===== src/rtl/pngu_pkg.sv =====
// ----------------------------------------------------------------------------
// pngu_pkg: shared types and constants of the PNG scanline unfilter
// Holds the field widths, the row buffer size, the filter type codes and the
// structs that travel between the front end, the item queue and the back end.
// ----------------------------------------------------------------------------
`default_nettype none

package pngu_pkg;

  // Row buffer size in bytes and the index widths that follow from it.
  localparam int MAX_ROW_BYTES = 8192;
  localparam int COL_W         = $clog2(MAX_ROW_BYTES);
  localparam int ROWLEN_W      = $clog2(MAX_ROW_BYTES + 1);

  // Configuration field widths.
  localparam int WIDTH_W    = 14;
  localparam int HEIGHT_W   = 16;
  localparam int BPP_W      = 2;
  localparam int PROD_W     = WIDTH_W + BPP_W;
  localparam int CFG_IDX_W  = 2;
  localparam int CFG_DATA_W = 16;

  // Byte width of the data path.
  localparam int BYTE_W = 8;

  // Highest filter type code that names a real filter.
  localparam logic [BYTE_W-1:0] FILTER_LAST = 8'd4;

  // Configuration register indexes.
  typedef enum logic [CFG_IDX_W-1:0] {
    CFG_IMAGE_WIDTH     = 2'd0,
    CFG_IMAGE_HEIGHT    = 2'd1,
    CFG_BYTES_PER_PIXEL = 2'd2
  } cfg_reg_t;

  // Filter types as coded in the row's leading byte.
  typedef enum logic [2:0] {
    FLT_NONE    = 3'd0,
    FLT_SUB     = 3'd1,
    FLT_UP      = 3'd2,
    FLT_AVERAGE = 3'd3,
    FLT_PAETH   = 3'd4
  } filter_t;

  // One classified row byte, handed from the front end to the back end.
  typedef struct packed {
    logic [BYTE_W-1:0] data;
    logic [COL_W-1:0]  col;
    logic [1:0]        lag;       // bytes per pixel minus one
    logic              has_left;  // a left neighbor exists in this row
    logic              has_up;    // a row above exists in this image
    filter_t           kind;
    logic              unknown;
    logic              row_end;
    logic              image_end;
  } item_t;

  // One reconstructed byte with its flags.
  typedef struct packed {
    logic [BYTE_W-1:0] data;
    logic              row_end;
    logic              image_end;
    logic              unknown;
  } result_t;

endpackage

`default_nettype wire


===== src/rtl/pngu_item_queue.sv =====
// ----------------------------------------------------------------------------
// pngu_item_queue: two-entry queue of classified row bytes
// Parts the front end from the back end so that each can stall on its own
// while a byte per cycle still flows when neither side waits.
// ----------------------------------------------------------------------------
`default_nettype none

module pngu_item_queue
  import pngu_pkg::*;
(
  input  wire logic clk,
  input  wire logic rst_n,
  input  wire logic push,
  input  item_t     push_item,
  output logic      full,
  input  wire logic pop,
  output logic      empty,
  output item_t     head
);

  item_t       slot_r [2];
  logic        wr_ptr_r;
  logic        rd_ptr_r;
  logic [1:0]  count_r;

  assign full  = (count_r == 2'd2);
  assign empty = (count_r == 2'd0);
  assign head  = slot_r[rd_ptr_r];

  // Storage.
  always_ff @(posedge clk) begin
    if (push) begin
      slot_r[wr_ptr_r] <= push_item;
    end
  end

  // Pointers and fill level.
  always_ff @(posedge clk) begin
    if (!rst_n) begin
      wr_ptr_r <= 1'b0;
      rd_ptr_r <= 1'b0;
      count_r  <= 2'd0;
    end else begin
      if (push) begin
        wr_ptr_r <= !wr_ptr_r;
      end
      if (pop) begin
        rd_ptr_r <= !rd_ptr_r;
      end
      unique case ({push, pop})
        2'b10:   count_r <= count_r + 2'd1;
        2'b01:   count_r <= count_r - 2'd1;
        default: count_r <= count_r;
      endcase
    end
  end

endmodule

`default_nettype wire


===== config.mk =====
export PLATFORM = sky130hd
export DESIGN_NAME = pngu_item_queue
export DESIGN_NICKNAME = d
export VERILOG_FILES = /design/src/rtl/pngu_pkg.sv /design/src/rtl/pngu_item_queue.sv
export SDC_FILE = /design/constraint.sdc
export NUM_CORES = 1
export LEC_CHECK = 0
export BUFFER_PORTS_ARGS = -buffer_cell sky130_fd_sc_hd__buf_2
export CAP_MARGIN = 10
export CORE_MARGIN = 2
export CORE_UTILIZATION = 25
export CTS_BUF_LIST = sky130_fd_sc_hd__clkbuf_4 sky130_fd_sc_hd__clkbuf_8
export CTS_CLUSTER_DIAMETER = 80
export DETAILED_ROUTE_END_ITERATION = 12
export HOLD_SLACK_MARGIN = 0.06
export MAX_ROUTING_LAYER = met4
export PLACE_DENSITY_LB_ADDON = 0.3
export RECOVER_POWER = 50
export SETUP_SLACK_MARGIN = 0.3
export SYNTH_ARGS = -nofsm -noshare
export SYNTH_HDL_FRONTEND = slang
export SYNTH_SLANG_ARGS = --single-unit
export TNS_END_PERCENT = 30

===== constraint.sdc =====
create_clock -name clk -period 2.7 [get_ports clk]
set_input_delay 0.54 -clock clk [delete_from_list [all_inputs] [get_ports clk]]
set_output_delay 0.54 -clock clk [all_outputs]
set_load 0.005 [all_outputs]

==> results of run 1 <==
## where the power goes
part	switching [W]	internal, W
clock network	0.000358	0.000538
logic	0.000104	0.000115
registers	0.0000155	0.00120
total	0.000478	0.00185
## worst max-delay path by stage
stage / startpoint / end / slack (ns) / depth (start not counted)
final: push / slot_r[0][3] / 0.56 / 4
after global routing: wr_ptr_r / slot_r[0][3] / 0.39 / 2
after CTS: flip-flop / head[9] / 0.68 / 3
after detailed placement: push / slot_r[0][11] / 0.87 / 4
after global placement: push / slot_r[0][11] / 0.88 / 4
after floorplan: push / slot_r[0][0] / 0.35 / 2
## stage by stage
stage / hold WS, ns / total power, W / setup slack, ns / cell area [um2]
floorplan: 0.466 / 0.00135 / 0.346 / 2440
global placement: 0.489 / 0.00146 / 0.878 / 2970
detailed placement: 0.497 / 0.00147 / 0.866 / 2970
CTS: 0.371 / 0.00238 / 0.679 / 3190
global route: 0.366 / 0.00244 / 0.395 / 3160
finish: 0.394 / 0.00233 / 0.560 / 3160
## layout make-up
class	count	area [um2]
multi-input cells	47	462
repair buffers	72	345
fillers	988	6480
flip-flops and latches	67	1960
inverters	1	3.75
well taps	133	166
clock buffers	11	139
clock inverters	5	77.6
## critical path: stages
cell and delay [ns]:
buf_2 0.09, inv_1 0.05, nor2_1 1.04, buf_4 0.42
## flip-flops by register name (all words and copies together) (netlist names), named ones only
register and flops:
slot_r 62, rd_ptr_r 1, count_r 2, wr_ptr_r 1
## per-layer routing
| layer | wire length (um) | track usage, % | up-vias |
|---|---|---|---|
| met2 | 2220 | 14.2 | 45 |
| met5 | 0 | - | - |
| met3 | 307 | 4.00 | 5 |
| met4 | 44 | 5.47 | 0 |
| li1 | - | - | 617 |
| met1 | 1980 | 11.1 | 645 |
## Yosys cell counts (2+ instances only)
| master | number | area (um2) |
|---|---|---|
| edfxtp_1 | 62 | 1860 |
| mux2_2 | 31 | 349 |
| dfxtp_1 | 5 | 100 |
| and2_1 | 4 | 25.0 |
| buf_2 | 3 | 15.0 |
| nor2_1 | 2 | 7.51 |
| xnor2_1 | 2 | 17.5 |
## cell usage in the layout (no fill, tap or decap)
cell and instances:
mux2_2 31, o21ai_0 1, buf_4 4, clkbuf_8 9, clkinv_4 1, clkbuf_1 20, or3_1 1, dfxtp_1 5
a21boi_1 1, inv_1 1, clkinv_1 1, edfxtp_1 62, xor2_1 1, o21a_1 1, bufinv_16 2, ha_1 1
clkinv_2 1, clkbuf_4 2, buf_2 48, nor2_1 2, and2_0 4, nor2b_1 1, xnor2_1 2, and2b_2 1
## logic make-up after synthesis
kind of cell,after synthesis
flops,67
mux,31
simple gates,9
buf+inv,4
compound gates,3
xor+xnor,3
fa+ha+maj,1
==> flow_metrics.tcl, run 1 <==
set metrics [dict create \
    die_x_um 103 \
    worstSetupPathType "input pin to flip-flop" \
    synth_fa_ha_area_share_pct 0.512 \
    cts_buffer_depth 2 \
    area_growth_pct 29.2 \
    hp-start "push_item[19]" \
    power.leakage_nw 1.13 \
    drtIter0Drc 36 \
    synth_compound_area_share_pct 0.820 \
    peakVddDrop_mv 0.322 \
    drt_wl_total_um 4550 \
    synth_area_um2 2440 \
    final_nets 234 \
    min_path_type "input pin to flip-flop" \
    first_pass_iters 4 \
    synth_top_family_by_area "multiplexers" \
    drc_errors 0 \
    coreArea_um2 9640 \
    cts_resized 0 \
    regToRegStartpoint "wr_ptr_r" \
    cts_setup_buffers 0 \
    dp.cells 320 \
    grt_pass1_wl_um 6970 \
    synth_ff_type "edfxtp_1" \
    r2r_slack_ns 0.59 \
    synth_cell_type_count 16 \
    grt-ovfl-total 0 \
    synthCells 118 \
    syn-mean-instance-area_um2 20.7 \
    ys_seq_area_share_pct 80.3 \
    tightest_slew_ns 1.41 \
    crit_fanout 17 \
    antenna_found_initial 0 \
    clk_latency_ns 0.33 \
    hold-path-cell-count 1 \
    slew_viol_final 0 \
    r2r_end "slot_r[0][3]" \
    rows 36 \
    crit_required_ns 2.72 \
    vias_per_cell 3.90 \
    htree_num_levels 3 \
    holdPathEnd "slot_r[1][19]" \
    rsz0062_at_grt "false" \
    fin_cells 336 \
    finalSetupViolCount 0 \
    critPathArrivalTime_ns 2.16 \
    ioPinCount 68 \
    grt.total_usage_pct 9.63 \
    syn_nets 154 \
    cts_root_buf "clkbuf_8" \
    tns_ns 0 \
    avgRoutedWirePerCell_um 13.5 \
    final_util_pct 32.7 \
    synth-simple-area-share_pct 2.20 \
    maxCapViolCount 0 \
    hpwl_um 3090 \
    min_period_ns 2.14 \
    synth_xor_area_share_pct 1.08 \
    holdBufCountCts 0 \
    via_count 1312 \
    max_freq_ghz 0.467 \
    die_h_um 103 \
    status "finished, final reports clean" \
    port_buffers 67 \
    cts_buffers 9 \
    grt_pass1_vias 1412 \
    n_antenna_cell 0 \
    relSlewSlack_pct 5.73 \
    cts.sinks 67 \
    power_density_nw_per_um2 737 \
    drive_above_1_share_pct 48.8 \
    finalCritPeriodShare_pct 79.3 \
    hold_viol_final 0 \
    crit_path_end_kind "flip-flop" \
    start_kind "input pin" \
    worst_clock_skew_ns 0.00703 \
    cts_tree "built" \
    synth-seq-cells 67 \
    async_reset_ff_share_pct 0 \
    start_util_pct 25.3 \
    grt_max_degree 18 \
    cts.clk_slew.worst_paths_ns 0.07 \
    die_area_um2 10600 \
    drt.antenna.violating_nets 0 \
    place_congestion 0.662 \
    synthMuxAreaShare_pct 14.3 \
    synth-edff-count 62 \
    reg2reg_depth 2 \
    synthesis.yosys.warnings 0 \
]
Note: power is estimated with default switching activity, not from simulation.
==> run 2, diff against run 1 <==
--- a/config.mk
+++ b/config.mk
@@ -5,6 +5,7 @@
 export SDC_FILE = /design/constraint.sdc
 export NUM_CORES = 1
 export LEC_CHECK = 0
+export ABC_AREA = 1
 export BUFFER_PORTS_ARGS = -buffer_cell sky130_fd_sc_hd__buf_2
 export CAP_MARGIN = 10
 export CORE_MARGIN = 2
==> constraint.sdc (replaced) <==
create_clock -name clk -period 2.19 [get_ports clk]
set_input_delay 0.438 -clock clk [delete_from_list [all_inputs] [get_ports clk]]
set_output_delay 0.438 -clock clk [all_outputs]
set_load 0.005 [all_outputs]
==> run 2 against run 1 <==
Clock skew shrank 0.0012 ns. Via count up 2.0%. Global-route usage shrank 0.47 points. First-iteration DRC count grew 2.8%. Register-to-register slack lost 0.04 ns. Combinational power increased by 13%. Clock power up 9.4%. Setup slack got worse by 0.17 ns. Hold slack got worse by 0.10 ns. Routed wire length fell by 2.9%. Synthesized cell count is 11% higher. Highest routed layer unchanged.
==> flow_metrics.tcl, run 2 <==
set metrics [dict create \
    drt.antenna.violating_nets 0 \
    wl_met2_um 2060 \
    synth_area_leader_cell "edfxtp_1" \
    synthesis.yosys.warnings 0 \
    first_pass_iters 5 \
    final_util_pct 32.8 \
    status "finished, final reports clean" \
    grt_pass1_vias 1342 \
    finalSetupViolCount 0 \
    crit_path_end_kind "output pin" \
    syn-mean-instance-area_um2 18.9 \
    power.leakage_nw 1.17 \
    worst_slack_ns 0.392 \
    final_common_cell "edfxtp_1" \
    synth-edff-count 62 \
    place_congestion 0.644 \
    coreArea_um2 9680 \
    async_reset_ff_share_pct 0 \
    worstSetupPathType "flip-flop to output pin" \
    clk_latency_ns 0.33 \
    reg_top3 "slot_r (62), count_r (2)" \
    place_ws_ns 0.661 \
    synth_area_um2 2470 \
    cts_tree "built" \
    peakVddDrop_mv 0.396 \
    p_sw_share_pct 22.1 \
    critPathArrivalTime_ns 1.36 \
    largest-register "slot_r" \
    die_area_um2 10700 \
    drtIter0Drc 37 \
    ys_seq_area_share_pct 79.4 \
    regToRegStartpoint "wr_ptr_r" \
    final_cell_mix "62 x edfxtp_1, 53 x buf_2, 31 x mux2_2" \
    htree_num_levels 3 \
    synth-seq-cells 67 \
    rows 36 \
    drc_errors 0 \
    power_frac_comb_pct 9.1 \
    die_x_um 103 \
    die_h_um 103 \
    drt_wl_total_um 4420 \
    synth_ff_type "edfxtp_1" \
    synth_area_leaders "edfxtp_1 75%, mux2_2 14%, dfxtp_1 4.1%" \
    slew_viol_final 0 \
    crit_end "head[2]" \
    r2r_end "slot_r[1][20]" \
    grt_max_degree 32 \
    synth.most_common_cell "edfxtp_1" \
    hold-path-cell-count 1 \
    cts.clk_slew.worst_paths_ns 0.08 \
    largest_reg_flops 62 \
    synth_top_area_share_pct 75.3 \
    internal-power_w 0.00212 \
    max_freq_ghz 0.556 \
    ioPinCount 68 \
    met1_length_um 1990 \
    crit_fanout 15 \
    grt_pass1_wl_um 6650 \
    grt.total_usage_pct 9.15 \
    n_fill_cell 982 \
    vias_per_cell 3.83 \
    via_count 1338 \
    relSlewSlack_pct 37.8 \
    drive_above_1_share_pct 49.1 \
    n_antenna_cell 0 \
    cts_root_buf "clkbuf_8" \
    synth_cell_type_count 11 \
    min_period_ns 1.80 \
    total_power_w 0.00272 \
    reg2reg_depth 3 \
    maxCapViolCount 0 \
    syn_nets 167 \
    rsz0062_at_grt "false" \
    start_util_pct 25.5 \
    worst_clock_skew_ns 0.00583 \
    area_growth_pct 28.6 \
    tns_ns 0 \
    crit_required_ns 1.75 \
    avgRoutedWirePerCell_um 12.7 \
    hold_viol_final 0 \
    wl_met3_um 290 \
    synth_common_cells "62 x edfxtp_1, 31 x mux2_2, 12 x nor2_1" \
    power_frac_seq_pct 54.9 \
    port_buffers 67 \
    antenna_found_initial 0 \
    grt-ovfl-total 0 \
    synthCells 131 \
    start_kind "flip-flop" \
    r2r_slack_ns 0.55 \
    power_density_nw_per_um2 857 \
    routed.top_layer "met4" \
    cts_buffer_depth 2 \
    switchingPower_w 0.000601 \
    clock_power_share_pct 36.0 \
    final_nets 247 \
    tightest_slew_ns 0.933 \
    cts.sinks 67 \
    hpwl_um 2980 \
    cts_buffers 9 \
    min_path_type "input pin to flip-flop" \
    holdBufCountCts 0 \
    finalCritPeriodShare_pct 82.1 \
]
## run 2: routing by layer
| metal | vias to the layer above | track usage (%) |
|---|---|---|
| met3 | 7 | 4.17 |
| met2 | 44 | 13.3 |
| met4 | 0 | 3.95 |
| met1 | 639 | 11.0 |
| met5 | - | - |
| li1 | 648 | - |
## run 2: through the flow
stage                     cells  hold slack, ns  cell area, um2
after floorplan             131           0.463            2470
after global placement      333           0.479            2980
after detailed placement    333           0.493            2980
after CTS                   349           0.272            3180
after global routing        349           0.263            3180
final                       349           0.293            3180
## run 2: timing repair
item | CTS | global route
hold endpoints to repair | 0 | 0
resized for setup | 1 | 5
pin swaps | 0 | 0
endpoints found under the setup margin | 3 | 23
setup buffers | 0 | 0
## run 2: worst min path at each step
stage                   endpoint          from  slack [ns]
detailed placement      rd_ptr_r      rd_ptr_r        0.49
finish              slot_r[1][0]  push_item[0]        0.29
floorplan              flip-flop      rd_ptr_r        0.46
global route        slot_r[0][0]  push_item[0]        0.26
global placement        rd_ptr_r      rd_ptr_r        0.48
CTS                 slot_r[1][8]  push_item[8]        0.27
## run 2: area by class of cell
type	instances	area (um2)	share of cell area [%]
flip-flops and latches	67	1960	61.8
multi-input cells	55	460	14.5
repair buffers	72	372	11.7
well taps	133	166	5.24
clock buffers	9	124	3.90
clock inverters	7	68.8	2.17
inverters	6	22.5	0.709
## run 2: cell families (layout without fill, tap and decap cells)
logic type	Yosys count	count (layout)	share of synthesized area, %
DFF	67	67	79.4
AOI/OAI and AO/OA	2	2	0.405
buffers and inverters	9	94	2.28
muxes	31	31	14.1
adders and majority gates	1	1	0.506
and+or+nand+nor	21	21	3.29
## run 2: worst max-delay path, stage by stage (launching register included)
cell and delay, ns:
dfxtp_2 0.37, buf_8 0.17, mux2_2 0.36, buf_2 0.14
## run 2: power groups by stage
stage | Sequential (W) | Clock, W | Combinational, W
6_report | 0.00150 | 0.000980 | 0.000248
5_1_grt | 0.00150 | 0.00109 | 0.000281
4_1_cts | 0.00149 | 0.00102 | 0.000257
3_5_place_dp | 0.00152 | 0 | 0.000255
3_3_place_gp | 0.00152 | 0 | 0.000252
2_1_floorplan | 0.00152 | 0 | 0.000132
