File: config.mk
export PLATFORM = sky130hd
export DESIGN_NAME = pngu_front
export DESIGN_NICKNAME = d
export VERILOG_FILES = /design/src/rtl/pngu_pkg.sv /design/src/rtl/pngu_front.sv
export SDC_FILE = /design/constraint.sdc
export NUM_CORES = 1
export LEC_CHECK = 0
export BUFFER_PORTS_ARGS = -buffer_cell sky130_fd_sc_hd__clkbuf_2
export CORE_ASPECT_RATIO = 1.2
export CORE_UTILIZATION = 30
export DETAILED_ROUTE_END_ITERATION = 8
export GPL_TIMING_DRIVEN = 0
export PLACE_DENSITY = 0.55
export RECOVER_POWER = 50
export SLEW_MARGIN = 10
export SYNTH_ARGS = -nofsm -noshare
export SYNTH_HDL_FRONTEND = slang
export SYNTH_SLANG_ARGS = --single-unit
File: constraint.sdc
create_clock -name clk -period 4.45 [get_ports clk]
set_input_delay 0.445 -clock clk [delete_from_list [all_inputs] [get_ports clk]]
set_output_delay 0.445 -clock clk [all_outputs]
set_load 0.02 [all_outputs]
File: src/rtl/pngu_pkg.sv
// ----------------------------------------------------------------------------
// pngu_pkg: shared types and constants of the PNG scanline unfilter
// Holds the field widths, the row buffer size, the filter type codes and the
// structs that travel between the front end, the item queue and the back end.
// ----------------------------------------------------------------------------
`default_nettype none

package pngu_pkg;

  // Row buffer size in bytes and the index widths that follow from it.
  localparam int MAX_ROW_BYTES = 8192;
  localparam int COL_W         = $clog2(MAX_ROW_BYTES);
  localparam int ROWLEN_W      = $clog2(MAX_ROW_BYTES + 1);

  // Configuration field widths.
  localparam int WIDTH_W    = 14;
  localparam int HEIGHT_W   = 16;
  localparam int BPP_W      = 2;
  localparam int PROD_W     = WIDTH_W + BPP_W;
  localparam int CFG_IDX_W  = 2;
  localparam int CFG_DATA_W = 16;

  // Byte width of the data path.
  localparam int BYTE_W = 8;

  // Highest filter type code that names a real filter.
  localparam logic [BYTE_W-1:0] FILTER_LAST = 8'd4;

  // Configuration register indexes.
  typedef enum logic [CFG_IDX_W-1:0] {
    CFG_IMAGE_WIDTH     = 2'd0,
    CFG_IMAGE_HEIGHT    = 2'd1,
    CFG_BYTES_PER_PIXEL = 2'd2
  } cfg_reg_t;

  // Filter types as coded in the row's leading byte.
  typedef enum logic [2:0] {
    FLT_NONE    = 3'd0,
    FLT_SUB     = 3'd1,
    FLT_UP      = 3'd2,
    FLT_AVERAGE = 3'd3,
    FLT_PAETH   = 3'd4
  } filter_t;

  // One classified row byte, handed from the front end to the back end.
  typedef struct packed {
    logic [BYTE_W-1:0] data;
    logic [COL_W-1:0]  col;
    logic [1:0]        lag;       // bytes per pixel minus one
    logic              has_left;  // a left neighbor exists in this row
    logic              has_up;    // a row above exists in this image
    filter_t           kind;
    logic              unknown;
    logic              row_end;
    logic              image_end;
  } item_t;

  // One reconstructed byte with its flags.
  typedef struct packed {
    logic [BYTE_W-1:0] data;
    logic              row_end;
    logic              image_end;
    logic              unknown;
  } result_t;

endpackage

`default_nettype wire

File: src/rtl/pngu_front.sv
// ----------------------------------------------------------------------------
// pngu_front: byte intake and classification
// Holds the configuration registers, takes the filter type byte of each row,
// counts columns and rows and tags every row byte with its neighbors and flags.
// ----------------------------------------------------------------------------
`default_nettype none

module pngu_front
  import pngu_pkg::*;
(
  input  wire logic                  clk,
  input  wire logic                  rst_n,
  input  wire logic                  in_push,
  input  wire logic [BYTE_W-1:0]     in_byte,
  output logic                       in_full,
  input  wire logic                  cfg_valid,
  input  wire logic [CFG_IDX_W-1:0]  cfg_index,
  input  wire logic [CFG_DATA_W-1:0] cfg_data,
  output logic                       cfg_ready,
  input  wire logic                  q_full,
  output logic                       q_push,
  output item_t                      q_item
);

  logic [WIDTH_W-1:0]  width_r;
  logic [HEIGHT_W-1:0] height_r;
  logic [BPP_W-1:0]    bpp_r;

  logic                await_r;
  filter_t             kind_r;
  logic                unknown_r;
  logic [COL_W-1:0]    col_r;
  logic [HEIGHT_W-1:0] row_r;

  logic [WIDTH_W-1:0]  width_eff;
  logic [HEIGHT_W-1:0] height_eff;
  logic [BPP_W-1:0]    bpp_eff;
  logic [PROD_W-1:0]   prod;
  logic [ROWLEN_W-1:0] row_len;
  logic [ROWLEN_W-1:0] col_next;
  logic                last_col;
  logic                last_row;
  logic                accept;
  filter_t             kind_in;
  logic                unknown_in;

  // Configuration writes are always taken.
  assign cfg_ready = 1'b1;

  always_ff @(posedge clk) begin
    if (!rst_n) begin
      width_r  <= WIDTH_W'(1);
      height_r <= HEIGHT_W'(1);
      bpp_r    <= BPP_W'(1);
    end else if (cfg_valid) begin
      unique case (cfg_index)
        CFG_IMAGE_WIDTH:     width_r  <= cfg_data[WIDTH_W-1:0];
        CFG_IMAGE_HEIGHT:    height_r <= cfg_data[HEIGHT_W-1:0];
        CFG_BYTES_PER_PIXEL: bpp_r    <= cfg_data[BPP_W-1:0];
        default: begin
        end
      endcase
    end
  end

  // A zero in any geometry register counts as one.
  assign width_eff  = (width_r == '0) ? WIDTH_W'(1) : width_r;
  assign height_eff = (height_r == '0) ? HEIGHT_W'(1) : height_r;
  assign bpp_eff    = (bpp_r == '0) ? BPP_W'(1) : bpp_r;

  // Row length in bytes, saturated at the row buffer size.
  assign prod    = PROD_W'(width_eff) * PROD_W'(bpp_eff);
  assign row_len = (32'(prod) > 32'(MAX_ROW_BYTES)) ? ROWLEN_W'(MAX_ROW_BYTES)
                                                    : ROWLEN_W'(prod);

  // End of row and end of image detection for the current byte.
  assign col_next = ROWLEN_W'(col_r) + ROWLEN_W'(1);
  assign last_col = (col_next >= row_len);
  assign last_row = ((17'(row_r) + 17'd1) >= 17'(height_eff));

  // A filter type byte needs no queue space.
  assign in_full = !await_r && q_full;
  assign accept  = in_push && !in_full;
  assign q_push  = accept && !await_r;

  // Filter type codes above the last one fall back to None and are flagged.
  always_comb begin
    if (in_byte > FILTER_LAST) begin
      kind_in    = FLT_NONE;
      unknown_in = 1'b1;
    end else begin
      kind_in    = filter_t'(in_byte[2:0]);
      unknown_in = 1'b0;
    end
  end

  // Tag the row byte for the back end.
  always_comb begin
    q_item           = '0;
    q_item.data      = in_byte;
    q_item.col       = col_r;
    q_item.lag       = 2'(bpp_eff - BPP_W'(1));
    q_item.has_left  = (col_r >= COL_W'(bpp_eff));
    q_item.has_up    = (row_r != '0);
    q_item.kind      = kind_r;
    q_item.unknown   = unknown_r;
    q_item.row_end   = last_col;
    q_item.image_end = last_col && last_row;
  end

  // Row and column tracking.
  always_ff @(posedge clk) begin
    if (!rst_n) begin
      await_r   <= 1'b1;
      kind_r    <= FLT_NONE;
      unknown_r <= 1'b0;
      col_r     <= '0;
      row_r     <= '0;
    end else if (accept) begin
      if (await_r) begin
        kind_r    <= kind_in;
        unknown_r <= unknown_in;
        await_r   <= 1'b0;
        col_r     <= '0;
      end else if (last_col) begin
        await_r <= 1'b1;
        col_r   <= '0;
        row_r   <= last_row ? '0 : row_r + HEIGHT_W'(1);
      end else begin
        col_r <= col_next[COL_W-1:0];
      end
    end
  end

endmodule

`default_nettype wire

==> results of run 1 <==
## logic make-up (layout without fill, tap and decap cells)
family / Yosys count / count (layout) / synth area share (%)
DFF: 66 / 66 / 28.6
buffers and inverters: 63 / 162 / 6.79
other: 1 / 1 / 0.0811
adders and majority gates: 49 / 49 / 13.4
xor gates and xnor gates: 33 / 33 / 6.25
and+or+nand+nor: 243 / 243 / 26.7
AOI/OAI and AO/OA: 120 / 120 / 17.3
muxes: 4 / 4 / 0.920
## power groups by stage
stage / clock network, W / registers [W] / logic (W)
final: 0.000728 / 0.000616 / 0.000269
after global routing: 0.000768 / 0.000617 / 0.000292
after CTS: 0.000736 / 0.000616 / 0.000263
after detailed placement: 0 / 0.000628 / 0.000220
after global placement: 0 / 0.000628 / 0.000216
after floorplan: 0 / 0.000625 / 0.000151
## worst register-to-register path, stage by stage, from the launching register on
cell       delay (ns)
dfxtp_1          0.41
nor2_1           0.08
a41oi_2          0.22
nor2_1           0.07
ha_2             0.20
buf_4            0.14
a211oi_4         0.32
o31ai_4          0.10
a211oi_2         0.27
o21ai_1          0.10
mux2_4           0.27
nor2_4           0.18
and3_4           0.23
ha_4             0.19
nand2b_4         0.14
a31oi_4          0.20
o2111ai_2        0.16
a211o_4          0.39
buf_4            0.17
a21oi_4          0.28
buf_6            0.18
a22o_1           0.12
## flip-flops by register name, summed over array words and instances (netlist names)
name,count
kind_r,3
row_r,16
height_r,16
bpp_r,2
await_r,1
col_r,13
width_r,14
unknown_r,1
## how the worst max path moves through the flow
stage	slack [ns]	cells after the start	endpoint
after global placement	-0.46	20	q_item[0]
after detailed placement	-0.55	21	await_r$_SDFFE_PN1P_
after CTS	-0.33	20	q_item[0]
after floorplan	0.28	19	q_item[0]
final	-0.31	19	q_item[0]
after global routing	-0.45	19	q_item[0]
## per-layer routing
layer,wire length [um],GRT usage (%),vias up
met3,306,1.75,23
met4,280,6.84,0
met1,5470,19.0,2086
li1,-,-,2223
met2,7250,33.1,56
met5,0,0,-
## cell usage in the layout (no fill, tap or decap), types with 5 or more instances in the layout
master	count
dfxtp_1	59
ha_1	42
clkbuf_1	37
and2_1	29
clkbuf_2	38
xor2_1	15
a22oi_1	12
and3_1	8
o21ai_0	5
nand3_1	29
a21oi_1	48
a22o_1	13
a21o_1	8
nor4_1	9
nand2_1	77
inv_1	27
buf_4	29
nand4_1	11
buf_6	8
nor2_1	34
nor3_1	11
clkbuf_16	9
xnor2_1	18
## final cells by class
cell class / count / area [um2] / share of cell area, %
Multi-Input combinational cell: 450 / 3230 / 54.5
Sequential cell: 66 / 1340 / 22.6
Timing Repair Buffer: 84 / 475 / 8.02
Tap cell: 204 / 255 / 4.31
Clock buffer: 10 / 239 / 4.03
Buffer: 34 / 220 / 3.72
Inverter: 28 / 105 / 1.77
Clock inverter: 6 / 65.1 / 1.10
## metrics by stage
| step | instance area (um2) | hold slack (ns) | setup TNS (ns) | util, % | worst slack (ns) |
|---|---|---|---|---|---|
| finish | 5930 | 0.342 | -1.02 | 39.5 | -0.310 |
| global route | 5930 | 0.352 | -5.91 | 39.5 | -0.446 |
| CTS | 5860 | 0.334 | -1.35 | 39.0 | -0.326 |
| detailed placement | 5190 | 0.466 | -14.89 | 34.6 | -0.545 |
| global placement | 5190 | 0.460 | -12.70 | 34.6 | -0.457 |
| floorplan | 4620 | 0.439 | 0 | - | 0.278 |
## timing repair
| item | in CTS | in global routing |
|---|---|---|
| cloned | 3 | 0 |
| setup buffers | 14 | 4 |
| gates resized for setup | 51 | 19 |
| pin swaps | 25 | 26 |
| endpoints found under the setup margin | 32 | 31 |
| hold endpoints to repair | 0 | 0 |
==> impl_metrics.csv, run 1 <==
group,metric,value,unit
setup_path,crit_chain,"nor2_1 > a41oi_2 > nor2_1 > ha_2 > buf_4 > a211oi_4 > o31ai_4 > a211oi_2 > o21ai_1 > mux2_4 > nor2_4 > and3_4 > ha_4 > nand2b_4 > a31oi_4 > o2111ai_2 > a211o_4 > and2_4 > buf_8",
placement,port_buffers,63,
final_layout,drive_gt1_share,21.7,%
sta,rsz0062_at_grt,"yes",
detailed_routing,routed_wl,13300,um
floorplanning,initial_utilization,30.8,%
final_layout,fillCellCount,1535,
final_layout,fin_nets,753,
sta,finalSetupViolCount,21,
setup_path,critPathMaxFanout,6,
setup_path,reg2reg_slack,-0.04,ns
sta,tightest_slew,0.607,ns
sta,fin_crit,4.76,ns
sta,finalCritPeriodShare,107,%
global_routing,gr-usage-all-layers,17.3,%
setup_path,path_delay_family,"compound AO/OA/AOI/OAI gates",
synthesis,synthFlopType,"dfxtp_1",
floorplanning,pin_count,65,
power,power_switching,0.000436,W
clock_tree,cts_root_buffer,"clkbuf_16",
clock_tree,cts_htree_levels,3,
detailed_routing,drt-pass1-iter-count,6,
detailed_routing,viasPerCell,4.98,
power,leakage,2.58,nW
synthesis,syn_inst,579,
sta,finalHoldViolations,0,
power,pwr-share-clk,45.2,%
worst_hold_path,whs_endpoint,"height_r[14]$_SDFFE_PN0P_",
synthesis,syn_area,0.00462,mm2
sta,slew_violations,0,
global_routing,grt_max_degree,13,
detailed_routing,drt.antenna.violating_nets,0,
power,seqPwrFrac,38.2,%
power,netSwitchingFraction,27.1,%
setup_path,crit_top_cell,"nor2_1",
global_routing,grt_remaining_overflow,0,
power,p_comb_share,16.7,%
synthesis,synth.cells.most_frequent,"77 x nand2_1, 66 x dfxtp_1, 50 x a21oi_1",
detailed_routing,drc,0,
synthesis,synth_top_area_share,28.6,%
synthesis,yosys-top-cells-area,"dfxtp_1 29%, ha_1 13%, nand2_1 6.3%",
floorplanning,row_count,49,
synthesis,async_flop_share,0,%
setup_path,setup.worst_path.start,"width_r[6]$_SDFFE_PN0P_",
synthesis,synth_edf_count,0,
sta,clock.fmax,210,MHz
status,status,"complete, but fails checks",
final_layout,instances_no_fill,882,
floorplanning,die_w,115,um
clock_tree,cts_buffers,9,
setup_path,reg2reg_depth,21,
sta,fin_skew,0.00724,ns
clock_tree,cts.clk_slew.worst_paths,0.06,ns
power,pwr_density_cell,272,mW/mm2
run,cap_violations,0,
synthesis,ys_warn_count,0,
setup_path,slowest_delay,0.41,ns
floorplanning,coreArea,0.0150,mm2
sta,relSlewSlack,59.6,%
global_routing,antenna_found_initial,0,
detailed_routing,wl_per_cell,15.1,um
placement,dp_hpwl,10100,um
setup_path,worstSetupStartpointType,"flip-flop",
clock_tree,cts_sinks,66,
global_routing,grt_pass1_vias,4429,
final_layout,area_delta_synth_final,28.2,%
synthesis,syn_area_per_cell,7.99,um2
worst_hold_path,min-delay-start,"cfg_data[14]",
clock_tree,cts-hold-fix-buffers,0,
power,vdd_drop_max,0.194,mV
global_routing,grt_pass1_wl,21800,um
worst_hold_path,hold_depth,3,
placement,place_inst,846,
power,p_int,0.00118,W
setup_path,crit_path_top_delay_cell,"dfxtp_1",
detailed_routing,drtIter0Drc,267,
setup_path,r2r-end,"row_r[3]$_SDFFE_PN0P_",
clock_tree,clk_latency,0.34,ns
setup_path,timing.rr.start,"width_r[6]$_SDFFE_PN0P_",
clock_tree,clockBufferDepth,2,
sta,setup_slack,-0.310,ns
setup_path,critPathCaptureType,"primary output",
synthesis,yosys.cell_types.count,60,
synthesis,ys_ff_latch,66,
setup_path,cp.arrival,4.31,ns
setup_path,crit_type,"reg -> out",
floorplanning,fp.dieH,138,um
synthesis,synth_most_common_cell,"nand2_1",
power,total_power,0.00161,W
placement,gp_routability_congestion,0.848,
detailed_routing,vias,4388,
synthesis,synth_top_area_cell,"dfxtp_1",
final_layout,insertedDiodeCount,0,
synthesis,synth.yosys.seq_area_share,28.6,%
worst_hold_path,hp-class,"in -> reg",
setup_path,cp_data_required_time,4.01,ns
status,violations,"setup timing",
floorplanning,die_area,0.0159,mm2
clock_tree,cts_tree,"done",
setup_path,path_buf_inv,2,
synthesis,syn_nets,659,
Power figures use the tool's default switching activity.
==> run 2, diff against run 1 <==
PLACE_DENSITY = unset   (was 0.55)
REMOVE_ABC_BUFFERS = 1   (was unset)
==> run 2 against run 1 <==
Compared with the run above:
- the flow still finishes with violations (setup timing)
- utilization is 0.88 points lower
- sequential power hardly changed
- fmax is 0.67% lower
- power is 1.9% lower
- via count is 3.7% lower
- setup slack worse by 0.032 ns
- cell count is 3.3% lower
- die area stayed put
- clock-buffer cell count is 1 lower
- largest cell class unchanged
- largest power group unchanged
- highest routed layer unchanged
==> impl_metrics.csv, run 2 (synthesis results as in run 1) <==
group,metric,value,unit
detailed_routing,drt.antenna.violating_nets,0,
clock_tree,cts_htree_levels,3,
clock_tree,cts.clk_slew.worst_paths,0.06,ns
global_routing,antenna_found_initial,0,
global_routing,grt_remaining_overflow,0,
sta,fin_skew,0.00730,ns
clock_tree,cts_buffers,9,
floorplanning,pin_count,65,
placement,port_buffers,63,
final_layout,layout_common_cells,"76 x nand2_1, 61 x dfxtp_1, 48 x a21oi_1",
sta,fin_crit,4.79,ns
setup_path,critPathMaxFanout,5,
sta,slew_violations,0,
clock_tree,cts_tree,"done",
final_layout,final_area,0.00579,mm2
clock_tree,cts_root_buffer,"clkbuf_16",
status,violations,"setup timing",
sta,finalHoldViolations,0,
sta,clock.fmax,209,MHz
clock_tree,cts_sinks,66,
clock_tree,clockBufferDepth,2,
sta,finalSetupViolCount,31,
clock_tree,clk_latency,0.34,ns
power,vdd_drop_max,0.132,mV
sta,rsz0062_at_grt,"yes",
placement,dp_hpwl,8610,um
sta,setup_slack,-0.342,ns
sta,relSlewSlack,5.95,%
status,status,"complete, but fails checks",
detailed_routing,viasPerCell,4.96,
final_layout,final_common_cell,"nand2_1",
floorplanning,initial_utilization,30.8,%
setup_path,critPathCaptureType,"primary output",
global_routing,grt_pass1_wl,19400,um
floorplanning,die_area,0.0159,mm2
sta,hold_slack,0.314,ns
setup_path,cp.arrival,4.35,ns
worst_hold_path,hp-class,"in -> reg",
final_layout,area_delta_synth_final,25.3,%
global_routing,gr-usage-all-layers,15.4,%
final_layout,reg.largest.list,"height_r x16, row_r x16, width_r x14",
setup_path,worstSetupStartpointType,"flip-flop",
run,cap_violations,0,
sta,finalCritPeriodShare,108,%
setup_path,crit_chain,"nor4_4 > a41oi_2 > nor2_1 > ha_2 > fa_2 > a21oi_4 > o21ai_4 > nand2_2 > a21oi_2 > mux2_4 > nor2_4 > and3_4 > ha_4 > nand2b_4 > a31oi_1 > o2111ai_1 > a211o_2 > and2_4 > buf_8",
placement,gp_routability_congestion,0.828,
floorplanning,die_w,115,um
floorplanning,fp.dieH,138,um
floorplanning,row_count,49,
setup_path,crit_type,"reg -> out",
setup_path,crit_path_top_delay_cell,"a211o_2",
final_layout,drive_gt1_share,21.3,%
placement,placed_area,0.00501,mm2
sta,tightest_slew,1.41,ns
final_layout,insertedDiodeCount,0,
detailed_routing,drt-pass1-iter-count,4,
detailed_routing,vias,4227,
global_routing,grt_max_degree,38,
global_routing,grt_pass1_vias,3945,
clock_tree,cts-hold-fix-buffers,0,
setup_path,cp_data_required_time,4.01,ns
floorplanning,coreArea,0.0150,mm2
detailed_routing,drc,0,
detailed_routing,wl_per_cell,13.9,um
detailed_routing,routed_wl,11800,um
power,pwr_density_cell,273,mW/mm2
setup_path,slowest_delay,0.43,ns
power,leakage,2.54,nW
final_layout,fin_nets,725,
detailed_routing,drtIter0Drc,186,
-- run 2: layer usage --
layer / share of wire [%] / vias up / global-route usage, %
met1: 44 / 1985 / 18.9
met4: 1.7 / 0 / 4.37
li1: - / 2170 / -
met3: 2.5 / 15 / 3.24
met5: 0 / - / 0
met2: 51 / 57 / 26.8
-- run 2: critical path, delay by kind of cell (launching register included) --
family / cells / cell delay (ns)
fa+ha+maj: 3 / 0.65
flops: 1 / 0.35
buf+inv: 1 / 0.12
compound gates: 7 / 1.35
simple gates: 7 / 1.22
mux: 1 / 0.32
-- run 2: final cells by class --
class | instances | area (um2)
Clock inverter | 6 | 58.8
Timing Repair Buffer | 89 | 604
Clock buffer | 9 | 225
Multi-Input combinational cell | 451 | 3210
Tap cell | 204 | 255
Inverter | 28 | 105
Fill cell | 1560 | 9230
Sequential cell | 66 | 1340
-- run 2: path summary, 6_finish.rpt --
| check | start | end | slack (ns) | depth (start not counted) |
|---|---|---|---|---|
| worst min register to register | height_r[6]$_SDFFE_PN0P_ | height_r[6]$_SDFFE_PN0P_ | 0.47 | 2 |
| worst max register to register | width_r[2]$_SDFFE_PN0P_ | row_r[9]$_SDFFE_PN0P_ | -0.29 | 23 |
| worst max-delay path | width_r[2]$_SDFFE_PN0P_ | q_item[0] | -0.34 | 19 |
| worst min-delay path | rst_n | bpp_r[0]$_SDFFE_PN1P_ | 0.31 | 2 |
-- run 2: report_power, final --
group | internal (W) | switching [W] | total [W]
logic | 0.000130 | 0.000143 | 0.000273
registers | 0.000603 | 0.0000161 | 0.000619
clock network | 0.000427 | 0.000264 | 0.000691
-- run 2: timing repair --
item                                    4_1_cts  5_1_grt
endpoints found under the hold margin         0        0
gates cloned                                  1        1
resized for setup                            34       21
pin swaps                                    22       27
buffers inserted                             12       12
endpoints found under the setup margin       32       32
-- run 2: stage by stage --
step	TNS [ns]	power, W	cells	worst slack [ns]	utilization, %
global route	-13.94	0.00165	853	-0.581	38.6
finish	-5.76	0.00158	853	-0.342	38.6
CTS	-6.29	0.00156	840	-0.396	37.1
global placement	-32.65	0.000822	811	-1.17	33.2
floorplan	-2.53	0.000748	544	-0.205	-
detailed placement	-32.55	0.000825	812	-1.19	33.4
==> run 3, diff against run 2 <==
CORE_UTILIZATION = 53   (was 30)
PLACE_DENSITY = 0.78   (was unset)
==> run 3 against run 2 <==
Compared with the run above:
- the run ends with capacitance limit, slew limit, setup timing left
- clock skew up 0.0054 ns
- setup slack worse by 0.010 ns
- flip-flop and latch count unchanged
- first-iteration DRC count down 7.0%
- clock-buffer cell count unchanged
- critical path depth up 2
- utilization up 29 points
- combinational power down 4%
- non-clock buffer count down 2
- critical endpoint unchanged
==> impl_metrics.csv, run 3 (synthesis results as in run 1) <==
group,metric,value,unit
status,status,"complete, but fails checks",
status,violations,"capacitance limit, slew limit, setup timing",
floorplanning,fp.dieH,104,um
power,leakage,2.48,nW
run,cap_violations,1,
setup_path,crit_type,"reg -> out",
power,vdd_drop_max,0.234,mV
global_routing,grt_pass1_wl,19100,um
final_layout,drive_gt1_share,22.4,%
global_routing,grt_remaining_overflow,0,
setup_path,critPathCaptureType,"primary output",
detailed_routing,drc,0,
placement,place_ws,-1.15,ns
sta,rsz0062_at_grt,"yes",
final_layout,multi_input_area,0.00321,mm2
power,p_int,0.00104,W
sta,relSlewSlack,-6.97,%
sta,finalHoldViolations,0,
sta,finalSetupViolCount,31,
clock_tree,cts_root_buffer,"clkbuf_8",
detailed_routing,routed_wl,11800,um
floorplanning,die_w,87.3,um
clock_tree,clk_latency,0.35,ns
final_layout,fillCellCount,717,
placement,gp_routability_congestion,0.925,
floorplanning,initial_utilization,55.8,%
placement,port_buffers,63,
placement,placed_area,0.00488,mm2
setup_path,timing.rr.start,"width_r[8]$_SDFFE_PN0P_",
setup_path,cp.arrival,4.36,ns
sta,slew_violations,50,
detailed_routing,drt.antenna.violating_nets,0,
sta,clock.fmax,208,MHz
sta,fin_setup_tns,-5.13,ns
sta,fin_crit,4.80,ns
worst_hold_path,hp-class,"in -> reg",
final_layout,area_delta_synth_final,20.6,%
floorplanning,pin_count,65,
power,pwr-share-clk,38.8,%
sta,finalCritPeriodShare,108,%
clock_tree,cts-hold-fix-buffers,0,
global_routing,antenna_found_initial,0,
detailed_routing,wl_per_cell,15.5,um
setup_path,critPathMaxFanout,5,
final_layout,seq_area,0.00134,mm2
final_layout,layout_common_cells,"76 x nand2_1, 54 x dfxtp_1, 51 x clkbuf_2",
power,netSwitchingFraction,27.9,%
final_layout,final_area,0.00558,mm2
sta,setup_slack,-0.352,ns
clock_tree,clockBufferDepth,2,
sta,tightest_slew,1.60,ns
power,power_switching,0.000401,W
placement,dp_hpwl,8000,um
global_routing,grt_max_degree,50,
clock_tree,cts_htree_levels,3,
clock_tree,cts_buffers,9,
floorplanning,coreArea,0.00829,mm2
final_layout,final_common_cell,"nand2_1",
clock_tree,cts_sinks,66,
floorplanning,row_count,36,
setup_path,worstSetupStartpointType,"flip-flop",
clock_tree,cts_tree,"done",
floorplanning,die_area,0.00910,mm2
global_routing,gr-usage-all-layers,25.9,%
setup_path,cp_data_required_time,4.01,ns
sta,fin_skew,0.0127,ns
detailed_routing,drt-pass1-iter-count,5,
power,p_comb_share,18.3,%
worst_hold_path,min-delay-start,"rst_n",
power,total_power,0.00144,W
detailed_routing,drtIter0Drc,173,
final_layout,reg.largest.list,"height_r x16, row_r x16, width_r x14",
power,pwr_density_cell,258,mW/mm2
final_layout,fin_nets,723,
sta,hold_slack,0.298,ns
detailed_routing,viasPerCell,5.79,
global_routing,grt_pass1_vias,4244,
power,seqPwrFrac,42.9,%
final_layout,insertedDiodeCount,0,
clock_tree,cts.clk_slew.worst_paths,0.07,ns
setup_path,setup.worst_path.start,"width_r[8]$_SDFFE_PN0P_",
detailed_routing,vias,4415,
==> run 3: cell types whose count changed in the layout (fill, tap and decap cells not counted), moves of 4 or more <==
cell       previous run  this run
clkbuf_1             14        10
clkbuf_16            10         0
clkbuf_2             47        51
clkbuf_8              0         9
dfxtp_1              61        54
dfxtp_2               2        10
==> run 3: power groups by stage <==
stage                     Sequential [W]  Combinational (W)  Clock (W)
after detailed placement        0.000630           0.000188          0
after floorplan                 0.000627           0.000121          0
after CTS                       0.000617           0.000227   0.000563
after global placement          0.000630           0.000184          0
final                           0.000618           0.000263   0.000558
after global routing            0.000620           0.000285   0.000591
==> run 3: through the flow <==
| step | cells | util (%) |
|---|---|---|
| after CTS | 752 | 64.9 |
| after floorplan | 544 | - |
| after global routing | 762 | 67.3 |
| final | 762 | 67.3 |
| after global placement | 721 | 58.8 |
| after detailed placement | 721 | 58.9 |
==> run 3: worst max-delay path: stages (launching register included) <==
cell and delay [ns]:
dfxtp_4 0.36, nor4_4 0.30, a41oi_2 0.20, nor2_1 0.14, ha_2 0.20, fa_2 0.23, a21oi_4 0.07, o21ai_4 0.16
nand2_2 0.09, a21oi_2 0.14, mux2_4 0.32, nor2_4 0.12, buf_12 0.13, buf_6 0.09, nand3_4 0.06, ha_4 0.20
a21o_1 0.15, a31oi_1 0.21, o2111ai_1 0.16, a211o_2 0.38, and2_4 0.16, buf_8 0.12
==> run 3: path summary, 6_finish.rpt <==
kind	to	slack, ns	depth (start not counted)
max	q_item[0]	-0.35	21
min	bpp_r[0]$_SDFFE_PN1P_	0.30	2
max reg2reg	row_r[9]$_SDFFE_PN0P_	-0.29	25
min reg2reg	height_r[2]$_SDFFE_PN0P_	0.48	2
==> run 3: layer usage <==
layer | wire length, um | track usage [%] | share of wire [%] | up-vias
met2 | 6040 | 44.4 | 51 | 146
met4 | 374 | 12.4 | 3.2 | 0
met5 | 0 | 0 | 0 | -
met3 | 604 | 3.97 | 5.1 | 37
li1 | - | - | - | 2154
met1 | 4780 | 31.0 | 40 | 2078
==> run 3: repair_timing <==
action,CTS,global route
resized for setup,35,26
endpoints found under the setup margin,32,32
buffers inserted,14,10
pin swaps,21,26
cloned,1,0
==> run 3: layout make-up <==
cell class / count / share of cell area, %
Multi-Input combinational cell: 451 / 57.5
Clock inverter: 7 / 1.68
Clock buffer: 9 / 2.22
Tap cell: 114 / 2.56
Sequential cell: 66 / 24.1
Inverter: 28 / 1.88
Timing Repair Buffer: 87 / 10.1
